### config.mk
export PLATFORM = sky130hd
export DESIGN_NAME = pfa_cfg
export DESIGN_NICKNAME = d
export VERILOG_FILES = /design/src/hdl/pfa_pkg.sv /design/src/hdl/pfa_cfg.sv
export SDC_FILE = /design/constraint.sdc
export NUM_CORES = 1
export LEC_CHECK = 0
export ABC_AREA = 1
export BUFFER_PORTS_ARGS = -buffer_cell sky130_fd_sc_hd__buf_2
export CAP_MARGIN = 40
export CORE_ASPECT_RATIO = 1.2
export CORE_UTILIZATION = 41
export CTS_CLUSTER_DIAMETER = 200
export DETAILED_ROUTE_END_ITERATION = 10
export PLACE_DENSITY = 0.67
export SYNTH_ARGS = -nofsm -noshare
export SYNTH_HDL_FRONTEND = slang
export SYNTH_SLANG_ARGS = --single-unit
### constraint.sdc
create_clock -name clk -period 1.3 [get_ports clk]
set_clock_uncertainty 0.1 [all_clocks]
set_input_delay 0.065 -clock clk [delete_from_list [all_inputs] [get_ports clk]]
set_output_delay 0.065 -clock clk [all_outputs]
set_load 0.1 [all_outputs]
### src/hdl/pfa_pkg.sv
`default_nettype none
// ----------------------------------------------------------------------------
// pfa_pkg
// Shared types, widths and register map of the pixel footprint area block.
// ----------------------------------------------------------------------------
package pfa_pkg;

    localparam int COORD_W     = 32;
    localparam int COL_W       = 10;
    localparam int DEN_W       = 13;
    localparam int FAC_W       = 20;
    localparam int NUM_W       = 48;
    localparam int ABS_W       = 61;
    localparam int AREA_W      = 48;
    localparam int SIDE_W      = 32;
    localparam int ADDR_W      = 5;
    localparam int DATA_W      = 32;
    localparam int DIV_BITS    = 3;
    localparam int DIV_STAGES  = NUM_W / DIV_BITS;
    localparam int SQRT_STAGES = 16;
    localparam int SQRT_ITERS  = SIDE_W / SQRT_STAGES;

    localparam logic [DEN_W-1:0] SCALE_RST = 13'd256;
    localparam logic [DEN_W-1:0] RES_X_RST = 13'd320;
    localparam logic [DEN_W-1:0] RES_Y_RST = 13'd240;
    localparam logic [FAC_W-1:0] XZ_RST    = 20'd73400;
    localparam logic [FAC_W-1:0] YZ_RST    = 20'd55050;

    typedef enum logic [2:0] {
        REG_OFFSET_X,
        REG_OFFSET_Y,
        REG_GRID_SCALE,
        REG_RESOLUTION_X,
        REG_RESOLUTION_Y,
        REG_XZ_FACTOR,
        REG_YZ_FACTOR
    } reg_idx_t;

    typedef struct packed {
        logic signed [COORD_W-1:0] offset_x;
        logic signed [COORD_W-1:0] offset_y;
        logic [DEN_W-1:0]          grid_scale;
        logic [DEN_W-1:0]          resolution_x;
        logic [DEN_W-1:0]          resolution_y;
        logic [FAC_W-1:0]          xz_factor;
        logic [FAC_W-1:0]          yz_factor;
    } cfg_t;

    typedef struct packed {
        logic [COL_W-1:0]          pixel_col;
        logic [COL_W-1:0]          pixel_row;
        logic signed [COORD_W-1:0] world_x;
        logic signed [COORD_W-1:0] world_y;
        logic [COORD_W-1:0]        world_depth;
    } in_t;

    typedef struct packed {
        logic [AREA_W-1:0] footprint_area;
        logic [SIDE_W-1:0] footprint_side;
    } out_t;

    typedef struct packed {
        logic [COORD_W-1:0] px;
        logic [COORD_W-1:0] py;
        logic [COORD_W-1:0] depth;
    } side_t;

    typedef struct packed {
        logic [NUM_W-1:0] mag;
        logic [DEN_W-1:0] den;
        logic             neg;
    } axis_t;

    typedef struct packed {
        axis_t ax;
        axis_t ay;
        side_t side;
    } front_t;

    typedef struct packed {
        logic [NUM_W-1:0] qx;
        logic [NUM_W-1:0] qy;
        logic             negx;
        logic             negy;
        side_t            side;
    } quot_t;

    typedef struct packed {
        logic [1:0][ABS_W-1:0] a;
        logic                  zero;
    } delta_t;

endpackage
`default_nettype wire

### src/hdl/pfa_cfg.sv
`default_nettype none
// ----------------------------------------------------------------------------
// pfa_cfg
// APB register file holding offsets, scale, resolution and view factors.
// ----------------------------------------------------------------------------
module pfa_cfg (
    input  logic                       clk,
    input  logic                       rst_n,
    input  logic                       psel,
    input  logic                       penable,
    input  logic                       pwrite,
    input  logic [pfa_pkg::ADDR_W-1:0] paddr,
    input  logic [pfa_pkg::DATA_W-1:0] pwdata,
    output logic [pfa_pkg::DATA_W-1:0] prdata,
    output logic                       pready,
    output pfa_pkg::cfg_t              cfg
);
    import pfa_pkg::*;

    cfg_t     cfg_reg;
    cfg_t     cfg_next;
    reg_idx_t idx;
    logic     wr;

    assign idx    = reg_idx_t'(paddr[ADDR_W-1:2]);
    assign wr     = psel && penable && pwrite;
    assign pready = 1'b1;
    assign cfg    = cfg_reg;

    always_comb
    begin
        cfg_next = cfg_reg;
        if (wr)
        begin
            unique case (idx)
                REG_OFFSET_X:     cfg_next.offset_x     = pwdata;
                REG_OFFSET_Y:     cfg_next.offset_y     = pwdata;
                REG_GRID_SCALE:   cfg_next.grid_scale   = pwdata[DEN_W-1:0];
                REG_RESOLUTION_X: cfg_next.resolution_x = pwdata[DEN_W-1:0];
                REG_RESOLUTION_Y: cfg_next.resolution_y = pwdata[DEN_W-1:0];
                REG_XZ_FACTOR:    cfg_next.xz_factor    = pwdata[FAC_W-1:0];
                REG_YZ_FACTOR:    cfg_next.yz_factor    = pwdata[FAC_W-1:0];
                default:          cfg_next = cfg_reg;
            endcase
        end
    end

    always_ff @(posedge clk or negedge rst_n)
    begin
        if (!rst_n)
        begin
            cfg_reg.offset_x     <= '0;
            cfg_reg.offset_y     <= '0;
            cfg_reg.grid_scale   <= SCALE_RST;
            cfg_reg.resolution_x <= RES_X_RST;
            cfg_reg.resolution_y <= RES_Y_RST;
            cfg_reg.xz_factor    <= XZ_RST;
            cfg_reg.yz_factor    <= YZ_RST;
        end
        else
        begin
            cfg_reg <= cfg_next;
        end
    end

    always_comb
    begin
        unique case (idx)
            REG_OFFSET_X:     prdata = cfg_reg.offset_x;
            REG_OFFSET_Y:     prdata = cfg_reg.offset_y;
            REG_GRID_SCALE:   prdata = {{(DATA_W-DEN_W){1'b0}}, cfg_reg.grid_scale};
            REG_RESOLUTION_X: prdata = {{(DATA_W-DEN_W){1'b0}}, cfg_reg.resolution_x};
            REG_RESOLUTION_Y: prdata = {{(DATA_W-DEN_W){1'b0}}, cfg_reg.resolution_y};
            REG_XZ_FACTOR:    prdata = {{(DATA_W-FAC_W){1'b0}}, cfg_reg.xz_factor};
            REG_YZ_FACTOR:    prdata = {{(DATA_W-FAC_W){1'b0}}, cfg_reg.yz_factor};
            default:          prdata = '0;
        endcase
    end

endmodule
`default_nettype wire

# After elaboration in Yosys (flattened, before gate mapping)
# Cells that the tools add are included.
dict set report word_totals {
  register_bits 143
  latch_bits 0
  ram_bits 0
  mem_bits_ro 0
  in_bits 42
  out_inout_bits 176
  word_cells 24
  mem_count 0
}
dict set report classes {
  n_addsub 0
  n_mul 0
  div 0
  magnitude_cmp 0
  n_eq_ne 6
  n_shift 0
  n_mux 1
  bitwise 0
  n_reduce_logical 10
}
# op count
set ops {}
lappend ops {{$pmux W32 S7} 1}
lappend ops {{$reduce_and A2 Y1} 7}
lappend ops {{$eq A3 B3 Y1 const B} 3}
lappend ops {{$eq A3 B2 Y1 const B} 2}
lappend ops {{$eq A3 B1 Y1 const B} 1}
lappend ops {{$logic_not A3 Y1} 1}
lappend ops {{$logic_and A1 B1 Y1} 2}

# Depth between registers and ports, before layout
dict set report logic_depth {
  word_depth 3
  mapped_depth 8
  ltp_nobuf 6
}

# Least setup slack after synthesis
# OpenSTA, ideal clock, no wires.
dict set report synth_timing {
  kind {register to output}
  from {reg cfg_reg (netlist bit cfg[131])}
  to {out prdata[20] in the netlist's numbering}
  t_arrival_ns 3.180
  required_ns 1.135
  setup_slack_ns -2.045
  path_stages_with_launch 3
  path_buffers 0
  path_cell_list {dfrtp_1 inv_1 o21ai_0}
}
dict set report synth_via {
  elab_chain_len 1
}
# item line
set synth_rtl {}
lappend synth_rtl {{from (decl)} pfa_cfg.sv:20} ;# cfg_t cfg_reg;
lappend synth_rtl {{from (signal assigned)} pfa_cfg.sv:62} ;# cfg_reg <= cfg_next;
lappend synth_rtl {{$pmux W32 S7} pfa_cfg.sv:68} ;# unique case (idx)
lappend synth_rtl {{to (decl)} pfa_cfg.sv:14} ;# output logic [pfa_pkg::DATA_W-1:0] prdata,
# Every way passes these cells.

# Final worst setup path
dict set report layout_timing {
  from {reg cfg_reg (netlist bit cfg[31])}
  to {out prdata[11] in the netlist's numbering}
}
# Same word-level chain as after synthesis.

==> metrics <==
status=finished, violations left; failing checks=setup timing; Peak Freq=0.563 GHz; Pint=roughly 13000 uW; I/O Pins=218; initial core utilization=about two fifths; global routing met2 resource utilization=about 57%; Layout Area Growth over Synthesis=90.7%; P_sw=approximately 13000 uW; Ys Warns=0; clk sink count=143; DR DRC count=0; core area=0.0169 mm^2; Register-to-Register Path Depth=5; r2r setup slk=approximately 0.090 ns; post-layout min period=between 1.5 and 2 ns; Max H-tree Level=4; initial antenna violation count=0; Die Y=roughly 150 um; syn_area_per_cell=7.89 um^2; vias in the first global route=8133; met3 track utilization from global routing=under 10%; Comb pwr share=56.0%; Power Dens Cells=between 1500 and 2000 mW/mm^2; post-synthesis simple-gate area fraction=between 30% and 40%; Worst path slowest cell=dfstp_4; CP Max Fanout=2; Synth Area in Compound Gates=~9.7%; area of the multi-input gates=between 0.003 and 0.004 mm^2; Routed Antenna Nets=0; Hold Slack=0.0892 ns; worst skew pair latency=0.44 ns; Pre-antenna DRT Iters=7; max reg flops=between 100 and 150; fin crit share=137%; Synth Area in Adders=0%; VDD IR max=roughly 0.0013 V; Critical R2R Capture=cfg[36]; Core Util, Final=between 70% and 80%; drt total wl=about 29000 um; critical path launch point=cfg[31]; Setup Crit Path Kind=reg2out; Clk pwr share=a little under a fifth; met1 Usage GRT=between 40% and 50%; Clk pin slew, worst setup/hold paths=approximately 0.060 ns; Vias=approximately 8100; RSZ-0062 raised after global routing=yes; CP max stage delay=a little over 0.6 ns; DIE AREA=0.0177 mm^2; CTS tree=built; gr usage total=34.3%; post-DP HPWL=~19000 um; Worst Path Required=1.13 ns; CTS root buf=clkbuf_16; drt via density=roughly 5.6; first-pass GRT wire length=45500 um; Placement Rows=52; CP arrival=1.61 ns; Top Usage Layer GRT=met2; Ant. Diodes=0; fillers=979; hold crit path type=in2async; Setup crit start kind=flip-flop; Synth Instances=approximately 890; fraction of layout cells with a size suffix above 1=49.0%; register bit total from synthesis=roughly 140; worst path bufs/invs=1; largest net degree at the start of global routing=61; switching share of power=between 40 and 50%; Max clock buf depth=2; max-slew violations=0; pre-CTS setup slack=-0.127 ns; global route total overflow=0; CP delay by family, top=flip-flops; Max-Cap Viols=0; leakage power=between 0.006 and 0.007 uW; Nets=~1300; post-synthesis xor/xnor area fraction=0%; 1st-iter DRT viols=between 700 and 800; Port-buffer cells=about 210; commonest cells after routing, fill and taps aside=nand2_1, buf_12, o21ai_1; final worst setup slack=-0.476 ns; commonest non-fill, non-tap cell in the layout=nand2_1; final setup vio count=90; endpoints failing hold=0; syn nets=slightly above 900; Die W=about 120 um; worst r2r src=cfg[36]; top cells by area, synth=dfrtp_1, nand2_1, dfstp_2, o21ai_1, nand4_1; Num CTS Buffers=17; Yosys cell types=23; Cell Chain, Critical Path=nand4_1, nand2_2, nor2_4, nand2_4, buf_12; leading area contributor after synthesis=dfrtp_1; Storage cell area=slightly below 0.004 mm^2; mux contribution to synthesized area=0%; Worst Setup End Kind=output pin; GP Congestion=~0.86; register area share after synthesis=about half; Total Power=roughly 26000 uW; main combinational cell family by area after synthesis=simple AND/OR/NAND/NOR gates; average wire per standard cell=a little over 20 um; register share of total power=between 20% and 30%; Cell Area, Synth=slightly above 0.007 mm^2; top cell type's share of synthesized area=between 40% and 50%
metal layers:
| layer | part of all wire, % | up-vias |
|---|---|---|
| li1 | - | 3604 |
| met1 | 37 | 3903 |
| met2 | 50 | 484 |
| met3 | 8.0 | 106 |
| met4 | 5.4 | 0 |
| met5 | 0 | - |
through the flow:
step	cell area (um^2)	std cells	setup TNS [ns]
floorplan	7770	893	-6.31
global placement	11700	1328	-3.86
detailed placement	11700	1328	-6.67
CTS	13200	1430	-15.59
global route	13400	1452	-17.61
finish	13400	1452	-16.17
power groups by stage:
stage               clock [uW]  sequential (uW)  combinational, uW
CTS                       4760             6770              14400
floorplan                    0            12700               2360
global route              4920             6890              15100
finish                    4750             6800              14700
global placement             0             6910              13300
detailed placement           0             6920              13400
logic make-up after synthesis:
logic type | Yosys count
buffers and inverters | 112
other | 1
AOI/OAI and AO/OA | 136
DFF | 143
and+or+nand+nor | 501
synth_stat cells (all sizes together):
library cell	number
inv	43
nand2	324
dfrtp	119
dfstp	24
clkbuf	20
buf	49
nor2	47
nand3	64
nand4	66
o21ai	136
conb	1
final cells by class:
| class | count | share of cell area [%] |
|---|---|---|
| Clock buffer | 20 | 3.41 |
| Tap cell | 216 | 2.01 |
| Multi-Input combinational cell | 638 | 24.4 |
| Inverter | 43 | 1.42 |
| Sequential cell | 143 | 29.4 |
| Clock inverter | 12 | 0.820 |
| Timing Repair Buffer | 380 | 38.5 |
worst min-delay path, stage by stage:
cell and delay (ns):
dlygate4sd3_1 0.55, buf_6 0.14, buf_12 0.23
timing repair:
item,CTS,global route
pin swaps,49,29
buffers inserted,38,42
hold buffers,34,0
resized for setup,90,43
endpoints found under the hold margin,286,0
endpoints found under the setup margin,92,94
how the worst max path moves through the flow:
stage	endpoint	slack [ns]	cells past startpoint
after floorplan	prdata[14]	-0.51	2
after global placement	prdata[8]	-0.11	7
after detailed placement	cfg[11]	-0.13	9
after CTS	prdata[4]	-0.46	5
after global routing	prdata[11]	-0.51	5
final	prdata[11]	-0.48	5
Power figures use the tool's default switching activity.
