[config.mk]
export PLATFORM = sky130hd
export DESIGN_NAME = pfa_front
export DESIGN_NICKNAME = d
export VERILOG_FILES = /design/src/hdl/pfa_pkg.sv /design/src/hdl/pfa_front.sv
export SDC_FILE = /design/constraint.sdc
export NUM_CORES = 2
export LEC_CHECK = 0
export BUFFER_PORTS_ARGS = -buffer_cell sky130_fd_sc_hd__buf_2
export CAP_MARGIN = 20
export CELL_PAD_IN_SITES_DETAIL_PLACEMENT = 2
export CELL_PAD_IN_SITES_GLOBAL_PLACEMENT = 2
export CORE_MARGIN = 8
export CORE_UTILIZATION = 45
export CTS_BUF_LIST = sky130_fd_sc_hd__clkbuf_4 sky130_fd_sc_hd__clkbuf_8
export CTS_CLUSTER_DIAMETER = 100
export DETAILED_ROUTE_END_ITERATION = 6
export PLACE_DENSITY = 0.95
export SETUP_SLACK_MARGIN = 0.02
export SYNTH_ARGS = -nofsm -noshare
export SYNTH_HDL_FRONTEND = slang
export SYNTH_SLANG_ARGS = --single-unit
[constraint.sdc]
create_clock -name clk -period 17.3 [get_ports clk]
set_input_delay 1.73 -clock clk [delete_from_list [all_inputs] [get_ports clk]]
set_output_delay 1.73 -clock clk [all_outputs]
set_load 0.01 [all_outputs]
[src/hdl/pfa_pkg.sv]
`default_nettype none
// ----------------------------------------------------------------------------
// pfa_pkg
// Shared types, widths and register map of the pixel footprint area block.
// ----------------------------------------------------------------------------
package pfa_pkg;

    localparam int COORD_W     = 32;
    localparam int COL_W       = 10;
    localparam int DEN_W       = 13;
    localparam int FAC_W       = 20;
    localparam int NUM_W       = 48;
    localparam int ABS_W       = 61;
    localparam int AREA_W      = 48;
    localparam int SIDE_W      = 32;
    localparam int ADDR_W      = 5;
    localparam int DATA_W      = 32;
    localparam int DIV_BITS    = 3;
    localparam int DIV_STAGES  = NUM_W / DIV_BITS;
    localparam int SQRT_STAGES = 16;
    localparam int SQRT_ITERS  = SIDE_W / SQRT_STAGES;

    localparam logic [DEN_W-1:0] SCALE_RST = 13'd256;
    localparam logic [DEN_W-1:0] RES_X_RST = 13'd320;
    localparam logic [DEN_W-1:0] RES_Y_RST = 13'd240;
    localparam logic [FAC_W-1:0] XZ_RST    = 20'd73400;
    localparam logic [FAC_W-1:0] YZ_RST    = 20'd55050;

    typedef enum logic [2:0] {
        REG_OFFSET_X,
        REG_OFFSET_Y,
        REG_GRID_SCALE,
        REG_RESOLUTION_X,
        REG_RESOLUTION_Y,
        REG_XZ_FACTOR,
        REG_YZ_FACTOR
    } reg_idx_t;

    typedef struct packed {
        logic signed [COORD_W-1:0] offset_x;
        logic signed [COORD_W-1:0] offset_y;
        logic [DEN_W-1:0]          grid_scale;
        logic [DEN_W-1:0]          resolution_x;
        logic [DEN_W-1:0]          resolution_y;
        logic [FAC_W-1:0]          xz_factor;
        logic [FAC_W-1:0]          yz_factor;
    } cfg_t;

    typedef struct packed {
        logic [COL_W-1:0]          pixel_col;
        logic [COL_W-1:0]          pixel_row;
        logic signed [COORD_W-1:0] world_x;
        logic signed [COORD_W-1:0] world_y;
        logic [COORD_W-1:0]        world_depth;
    } in_t;

    typedef struct packed {
        logic [AREA_W-1:0] footprint_area;
        logic [SIDE_W-1:0] footprint_side;
    } out_t;

    typedef struct packed {
        logic [COORD_W-1:0] px;
        logic [COORD_W-1:0] py;
        logic [COORD_W-1:0] depth;
    } side_t;

    typedef struct packed {
        logic [NUM_W-1:0] mag;
        logic [DEN_W-1:0] den;
        logic             neg;
    } axis_t;

    typedef struct packed {
        axis_t ax;
        axis_t ay;
        side_t side;
    } front_t;

    typedef struct packed {
        logic [NUM_W-1:0] qx;
        logic [NUM_W-1:0] qy;
        logic             negx;
        logic             negy;
        side_t            side;
    } quot_t;

    typedef struct packed {
        logic [1:0][ABS_W-1:0] a;
        logic                  zero;
    } delta_t;

endpackage
`default_nettype wire

[src/hdl/pfa_front.sv]
`default_nettype none
// ----------------------------------------------------------------------------
// pfa_front
// Corner position, scaling and centering: numerator and divisor per axis.
// ----------------------------------------------------------------------------
module pfa_front (
    input  logic            clk,
    input  logic            rst_n,
    input  pfa_pkg::cfg_t   cfg,
    input  logic            up_valid,
    output logic            up_stall,
    input  pfa_pkg::in_t    up_data,
    output logic            dn_valid,
    input  logic            dn_stall,
    output pfa_pkg::front_t dn_data
);
    import pfa_pkg::*;

    localparam int STAGES = 3;

    typedef struct packed {
        logic signed [34:0] sum_x;
        logic signed [34:0] sum_y;
        logic [DEN_W-1:0]   den_x;
        logic [DEN_W-1:0]   den_y;
        side_t              side;
    } s0_t;

    typedef struct packed {
        logic signed [48:0] cx;
        logic signed [48:0] cy;
        logic [DEN_W-1:0]   den_x;
        logic [DEN_W-1:0]   den_y;
        side_t              side;
    } s1_t;

    s0_t                s0_reg, s0_next;
    s1_t                s1_reg, s1_next;
    front_t             s2_reg, s2_next;
    logic [STAGES-1:0]  vld_reg, vld_next, rdy;
    logic [COL_W:0]     col_p1, row_p1;
    logic signed [49:0] hx, hy, cx50, cy50, dxa, dxb, dya, dyb;

    always_comb
    begin
        rdy[STAGES-1] = !vld_reg[STAGES-1] || !dn_stall;
        for (int k = STAGES - 2; k >= 0; k--)
        begin
            rdy[k] = !vld_reg[k] || rdy[k+1];
        end
    end

    assign vld_next = {vld_reg[STAGES-2:0], up_valid};
    assign up_stall = !rdy[0];
    assign dn_valid = vld_reg[STAGES-1];
    assign dn_data  = s2_reg;

    always_ff @(posedge clk or negedge rst_n)
    begin
        if (!rst_n)
        begin
            vld_reg <= '0;
        end
        else
        begin
            for (int k = 0; k < STAGES; k++)
            begin
                if (rdy[k])
                begin
                    vld_reg[k] <= vld_next[k];
                end
            end
        end
    end

    always_comb
    begin
        col_p1 = {1'b0, up_data.pixel_col} + 11'd1;
        row_p1 = {1'b0, up_data.pixel_row} + 11'd1;
        s0_next.sum_x = $signed({8'd0, col_p1, 16'd0})
                      + $signed({{3{cfg.offset_x[31]}}, cfg.offset_x});
        s0_next.sum_y = $signed({8'd0, row_p1, 16'd0})
                      + $signed({{3{cfg.offset_y[31]}}, cfg.offset_y});
        s0_next.den_x = (cfg.resolution_x == '0) ? 13'd1 : cfg.resolution_x;
        s0_next.den_y = (cfg.resolution_y == '0) ? 13'd1 : cfg.resolution_y;
        s0_next.side.px    = up_data.world_x;
        s0_next.side.py    = up_data.world_y;
        s0_next.side.depth = up_data.world_depth;
    end

    always_comb
    begin
        s1_next.cx    = s0_reg.sum_x * $signed({1'b0, cfg.grid_scale});
        s1_next.cy    = s0_reg.sum_y * $signed({1'b0, cfg.grid_scale});
        s1_next.den_x = s0_reg.den_x;
        s1_next.den_y = s0_reg.den_y;
        s1_next.side  = s0_reg.side;
    end

    always_comb
    begin
        hx   = $signed({14'd0, s1_reg.den_x, 23'd0});
        hy   = $signed({14'd0, s1_reg.den_y, 23'd0});
        cx50 = $signed({s1_reg.cx[48], s1_reg.cx});
        cy50 = $signed({s1_reg.cy[48], s1_reg.cy});
        dxa  = cx50 - hx;
        dxb  = hx - cx50;
        dya  = hy - cy50;
        dyb  = cy50 - hy;
        s2_next.ax.neg = dxa[49];
        s2_next.ax.mag = dxa[49] ? dxb[NUM_W-1:0] : dxa[NUM_W-1:0];
        s2_next.ax.den = s1_reg.den_x;
        s2_next.ay.neg = dya[49];
        s2_next.ay.mag = dya[49] ? dyb[NUM_W-1:0] : dya[NUM_W-1:0];
        s2_next.ay.den = s1_reg.den_y;
        s2_next.side   = s1_reg.side;
    end

    always_ff @(posedge clk)
    begin
        if (rdy[0])
        begin
            s0_reg <= s0_next;
        end
        if (rdy[1])
        begin
            s1_reg <= s1_next;
        end
        if (rdy[2])
        begin
            s2_reg <= s2_next;
        end
    end

endmodule
`default_nettype wire

# Yosys cells after proc, flatten, opt, wreduce, memory -nomap -nowiden

Index checks and enable logic that the tools add are counted.

Muxes and demuxes: 2
Div/mod/pow operators: 0
Shift operators: 0
Add/sub/neg operators: 8
Multipliers: 2
Bitwise logic cells: 0
Magnitude comparators: 0
Equality and inequality tests: 0
Reductions and logical operators: 10

Operator list:

| operator                                                        | count |
|---|---|
| 48-bit two-way mux                                              | 2 |
| 33-bit by 14-bit multiplier with 47-bit output                  | 2 |
| 28-bit by 32-bit adder with 33-bit output                       | 2 |
| 37-bit by 49-bit subtractor with 50-bit output                  | 1 |
| 49-bit by 37-bit subtractor with 50-bit output                  | 1 |
| 37-bit by 48-bit subtractor with 48-bit output                  | 1 |
| 48-bit by 37-bit subtractor with 48-bit output                  | 1 |
| 13-bit logical NOT                                              | 2 |
| 10-bit by 1-bit adder with 11-bit output, second input constant | 2 |
| 1-bit logical NOT                                               | 5 |
| 1-bit logical OR                                                | 3 |

Input port bits: 263
Bits in writable memories: 0
Latch bits: 0
ROM bits: 0
Logic and storage cells: 48
Register bits after elaboration: 631
Memories kept: 0

# Logic depth before layout (Yosys ltp)

Depth in word-level cells: 5
Gate-level depth with buffers: 26

# Worst setup path after synthesis

Ideal clock, no wire load.

Path type: input to output
From: input dn_stall
To: output up_stall
Stages: 2
Required time: 15570 ps
Path slack: 7339 ps
Data arrival time: 8231 ps
Cells stage by stage: nand4_1 -> inv_1

Word-level cells in the longest chain between the ends: 5

RTL lines:

| element                       | RTL line        | source |
|---|---|---|
| start: declaration            | pfa_front.sv:14 | `input logic dn_stall,` |
| 1-bit logical NOT             | pfa_front.sv:46 | `rdy[STAGES-1] = !vld_reg[STAGES-1] \|\| !dn_stall;` |
| 1-bit logical OR              | pfa_front.sv:46 |  |
| 1-bit logical OR (2 in a row) | pfa_front.sv:49 | `rdy[k] = !vld_reg[k] \|\| rdy[k+1];` |
| 1-bit logical NOT             | pfa_front.sv:54 | `assign up_stall = !rdy[0];` |
| end: declaration              | pfa_front.sv:11 | `output logic up_stall,` |

Every way passes these cells.

==> impl_metrics.csv <==
group,metric,value,unit
grt,grt_overflow,0,
floorplanning,rows,127,
logic_synthesis,synthTopCellsByArea,"edfxtp_1 (34%), fa_1 (29%), ha_1 (6.7%), inv_1 (6.6%), and2_1 (4.4%)",
worst_setup_path,cpMaxStageDelayCell,"a221oi_1",
detailed_routing,wl_per_cell,34.3,um
logic_synthesis,synth_seq_area_share,34.5,%
timing,max_freq,103,MHz
floorplanning,core,120000,um^2
timing,finalCritPeriodShare,56.0,%
clock_network,cts.path.max_buffers,3,
timing,finalSetupTns,0,ns
clock_network,cts_root_buf,"clkbuf_8",
worst_setup_path,r2r_slack,9.02,ns
worst_setup_path,path_max_fanout,39,
logic_synthesis,synth_top_area_share,34.4,%
detailed_routing,drc,0,
logic_synthesis,synth_nets,6294,
final_layout,drive_gt1_share,12.8,%
floorplanning,io_pins,485,
hold_path,min_path_type,"flip-flop to flip-flop",
clock_network,cts_made_buffers,110,
clock_network,cts_setup_buffers,0,
logic_synthesis,ys_seq_elements,627,
final_layout,area_growth,10.8,%
timing,drv_slew,0,
clock_network,cts_tree,"built",
logic_synthesis,yosysMostFrequentCell,"inv_1",
logic_synthesis,synth_commonest_cells,"inv_1 (962), fa_1 (782), edfxtp_1 (624)",
final_layout,nNetsFinal,6647,
logic_synthesis,netlist_area,54500,um^2
floorplanning,fp.dieW,364,um
floorplanning,die_area,133000,um^2
hold_path,min-delay-start,"s0_reg[49]",
worst_setup_path,reg2reg_from,"s0_reg[164]",
logic_synthesis,async_reset_ff_share,0.478,%
worst_setup_path,crit_top_cell,"fa_1",
logic_synthesis,syn_area_per_cell,11.0,um^2
detailed_routing,final_antenna_net_count,0,
worst_setup_path,endpoint_kind,"flip-flop",
hold_path,holdPathEnd,"s1_reg[49]",
detailed_routing,drt_iter0_drc,3824,
worst_setup_path,r2r_cells,19,
timing,rsz0062_at_grt,"no",
detailed_routing,wirelength,241000,um
grt,first_global_vias,49891,
worst_setup_path,r2r-end,"cx50[38]",
run_status,status,"complete, no violations",
worst_setup_path,required,17.88,ns
clock_network,h-tree-depth,3,
logic_synthesis,yosysTopAreaCell,"edfxtp_1",
hold_path,hold_path_depth,0,
timing,relSlewSlack,24.6,%
timing,finalSetupViolations,0,
place,globalplace.congestion,0.827,
clock_network,clock_sinks,627,
grt,antenna_found_initial,10,
clock_network,cts_resized,0,
place,port_buffers,444,
floorplanning,start_util,45.4,%
final_layout,largest_reg_flops,220,
worst_setup_path,cpPeakStageDelay,0.82,ns
detailed_routing,vias,42365,
worst_setup_path,critPathKind,"input pin to flip-flop",
grt,track_usage,35.6,%
logic_synthesis,synth_edf_count,624,
logic_synthesis,synth_cell_types,75,
logic_synthesis,ys_warn_count,0,
worst_setup_path,cp_cell_sequence,"buf_2 > buf_4 > nand2_1 > fa_1 > fa_1 > inv_1 > fa_1 > fa_1 > fa_1 > inv_1 > fa_1 > inv_1 > ha_1 > a21oi_1 > o211ai_1 > a221o_1 > o31ai_1 > a31oi_1 > a221oi_1 > o21ai_0 > xnor2_1",
clock_network,hold_buffers,0,
timing,worst_pin_slew,1.12,ns
job,maxCapViolations,0,
detailed_routing,viasPerCell,6.04,
logic_synthesis,ys.flop_type,"edfxtp_1",
worst_setup_path,start_kind,"input pin",
floorplanning,die_h,364,um
timing,finalHoldViolations,0,
grt,grt_max_degree,72,
logic_synthesis,synthCells,4957,
place,place_hpwl,161000,um
clock_network,clkLatencyLatePin,0.89,ns
detailed_routing,dr.pass1.iters,5,
timing,fin_skew,0.0770,ns
grt,grt_pass1_wl,349000,um
timing,finalCriticalPeriod,9.70,ns
worst_setup_path,crit_arrival,10.28,ns
clock_network,clk_pin_slew,0.06,ns
[worst max-delay path, delay by kind of cell]
kind | cells | cell delay, ns
compound gates | 7 | 2.63
fa+ha+maj | 7 | 3.58
buf+inv | 5 | 1.61
simple gates | 1 | 0.25
xor+xnor | 1 | 0.41
[metrics by stage]
| step | worst slack, ns | cell area, um^2 | std cells | util, % | hold slack, ns |
|---|---|---|---|---|---|
| 5_1_grt | 7.69 | 60400 | 7011 | 50.3 | 0.409 |
| 2_1_floorplan | 7.34 | 54500 | 4957 | - | 0.400 |
| 3_5_place_dp | 7.48 | 58100 | 6810 | 48.4 | 0.405 |
| 3_3_place_gp | 7.96 | 58100 | 6810 | 48.4 | 0.400 |
| 4_1_cts | 7.99 | 60300 | 7007 | 50.3 | 0.408 |
| 6_report | 7.60 | 60400 | 7015 | 50.3 | 0.414 |
[kinds of logic (layout without fill, tap and decap cells)]
logic type / Yosys count / count (layout) / share of synthesized area, %
AND/OR/NAND/NOR: 1297 / 1297 / 11.7
buffers and inverters: 1197 / 1635 / 8.31
adder cells (fa/ha/maj): 1074 / 1074 / 35.4
flip-flops: 627 / 627 / 34.5
AO/OA/AOI/OAI: 533 / 533 / 6.35
XOR/XNOR: 226 / 226 / 3.63
multiplexers: 3 / 3 / 0.0551
other: 0 / 8 / 0
[layout by cell type, fill, tap and decap left out, types with 27 or more instances in the layout]
| cell type | Yosys | routed |
|---|---|---|
| nor2_1 | 101 | 101 |
| inv_1 | 962 | 962 |
| xor2_1 | 69 | 69 |
| clkbuf_4 | 0 | 43 |
| a21oi_1 | 154 | 154 |
| nand2_1 | 594 | 593 |
| edfxtp_1 | 624 | 624 |
| xnor2_1 | 157 | 157 |
| nor3_1 | 27 | 27 |
| fa_1 | 782 | 782 |
| nand3_1 | 38 | 37 |
| buf_2 | 6 | 444 |
| nand2b_1 | 27 | 27 |
| clkbuf_8 | 0 | 112 |
| o21ai_0 | 99 | 99 |
| buf_4 | 1 | 30 |
| and2_1 | 380 | 380 |
| a21o_1 | 73 | 73 |
| ha_1 | 292 | 292 |
[routing by layer]
layer / up-vias / track usage [%] / part of all wire (%)
met3: 1158 / 7.42 / 8.4
met1: 21944 / 40.2 / 35
li1: 16393 / - / -
met4: 6 / 21.7 / 7.5
met2: 2864 / 61.8 / 49
met5: - / 0 / 0.019
[cell type report]
type                       instances  area, um^2
fill                           12093       59600
inverter                         964        3620
antenna                            8        20.0
tap                             1612        2020
multi-input combinational       3133       31200
clock buffer                     155        1860
clock inverter                    42         395
timing repair buffer             474        2450
sequential                       627       18800
[how the worst max path moves through the flow]
stage          startpoint        to  slack, ns  cells past startpoint
2_1_floorplan    dn_stall  up_stall       7.34                      2
5_1_grt           cfg[72]  cx50[38]       7.69                     21
3_3_place_gp      cfg[72]  cx50[44]       7.96                     21
3_5_place_dp      cfg[72]  cx50[38]       7.48                     20
4_1_cts           cfg[72]  cx50[38]       7.99                     21
6_report          cfg[72]  cx50[38]       7.60                     21
Power is not shown: default switching activity piles up to over one toggle a cycle in this logic, so the estimate is an artifact.
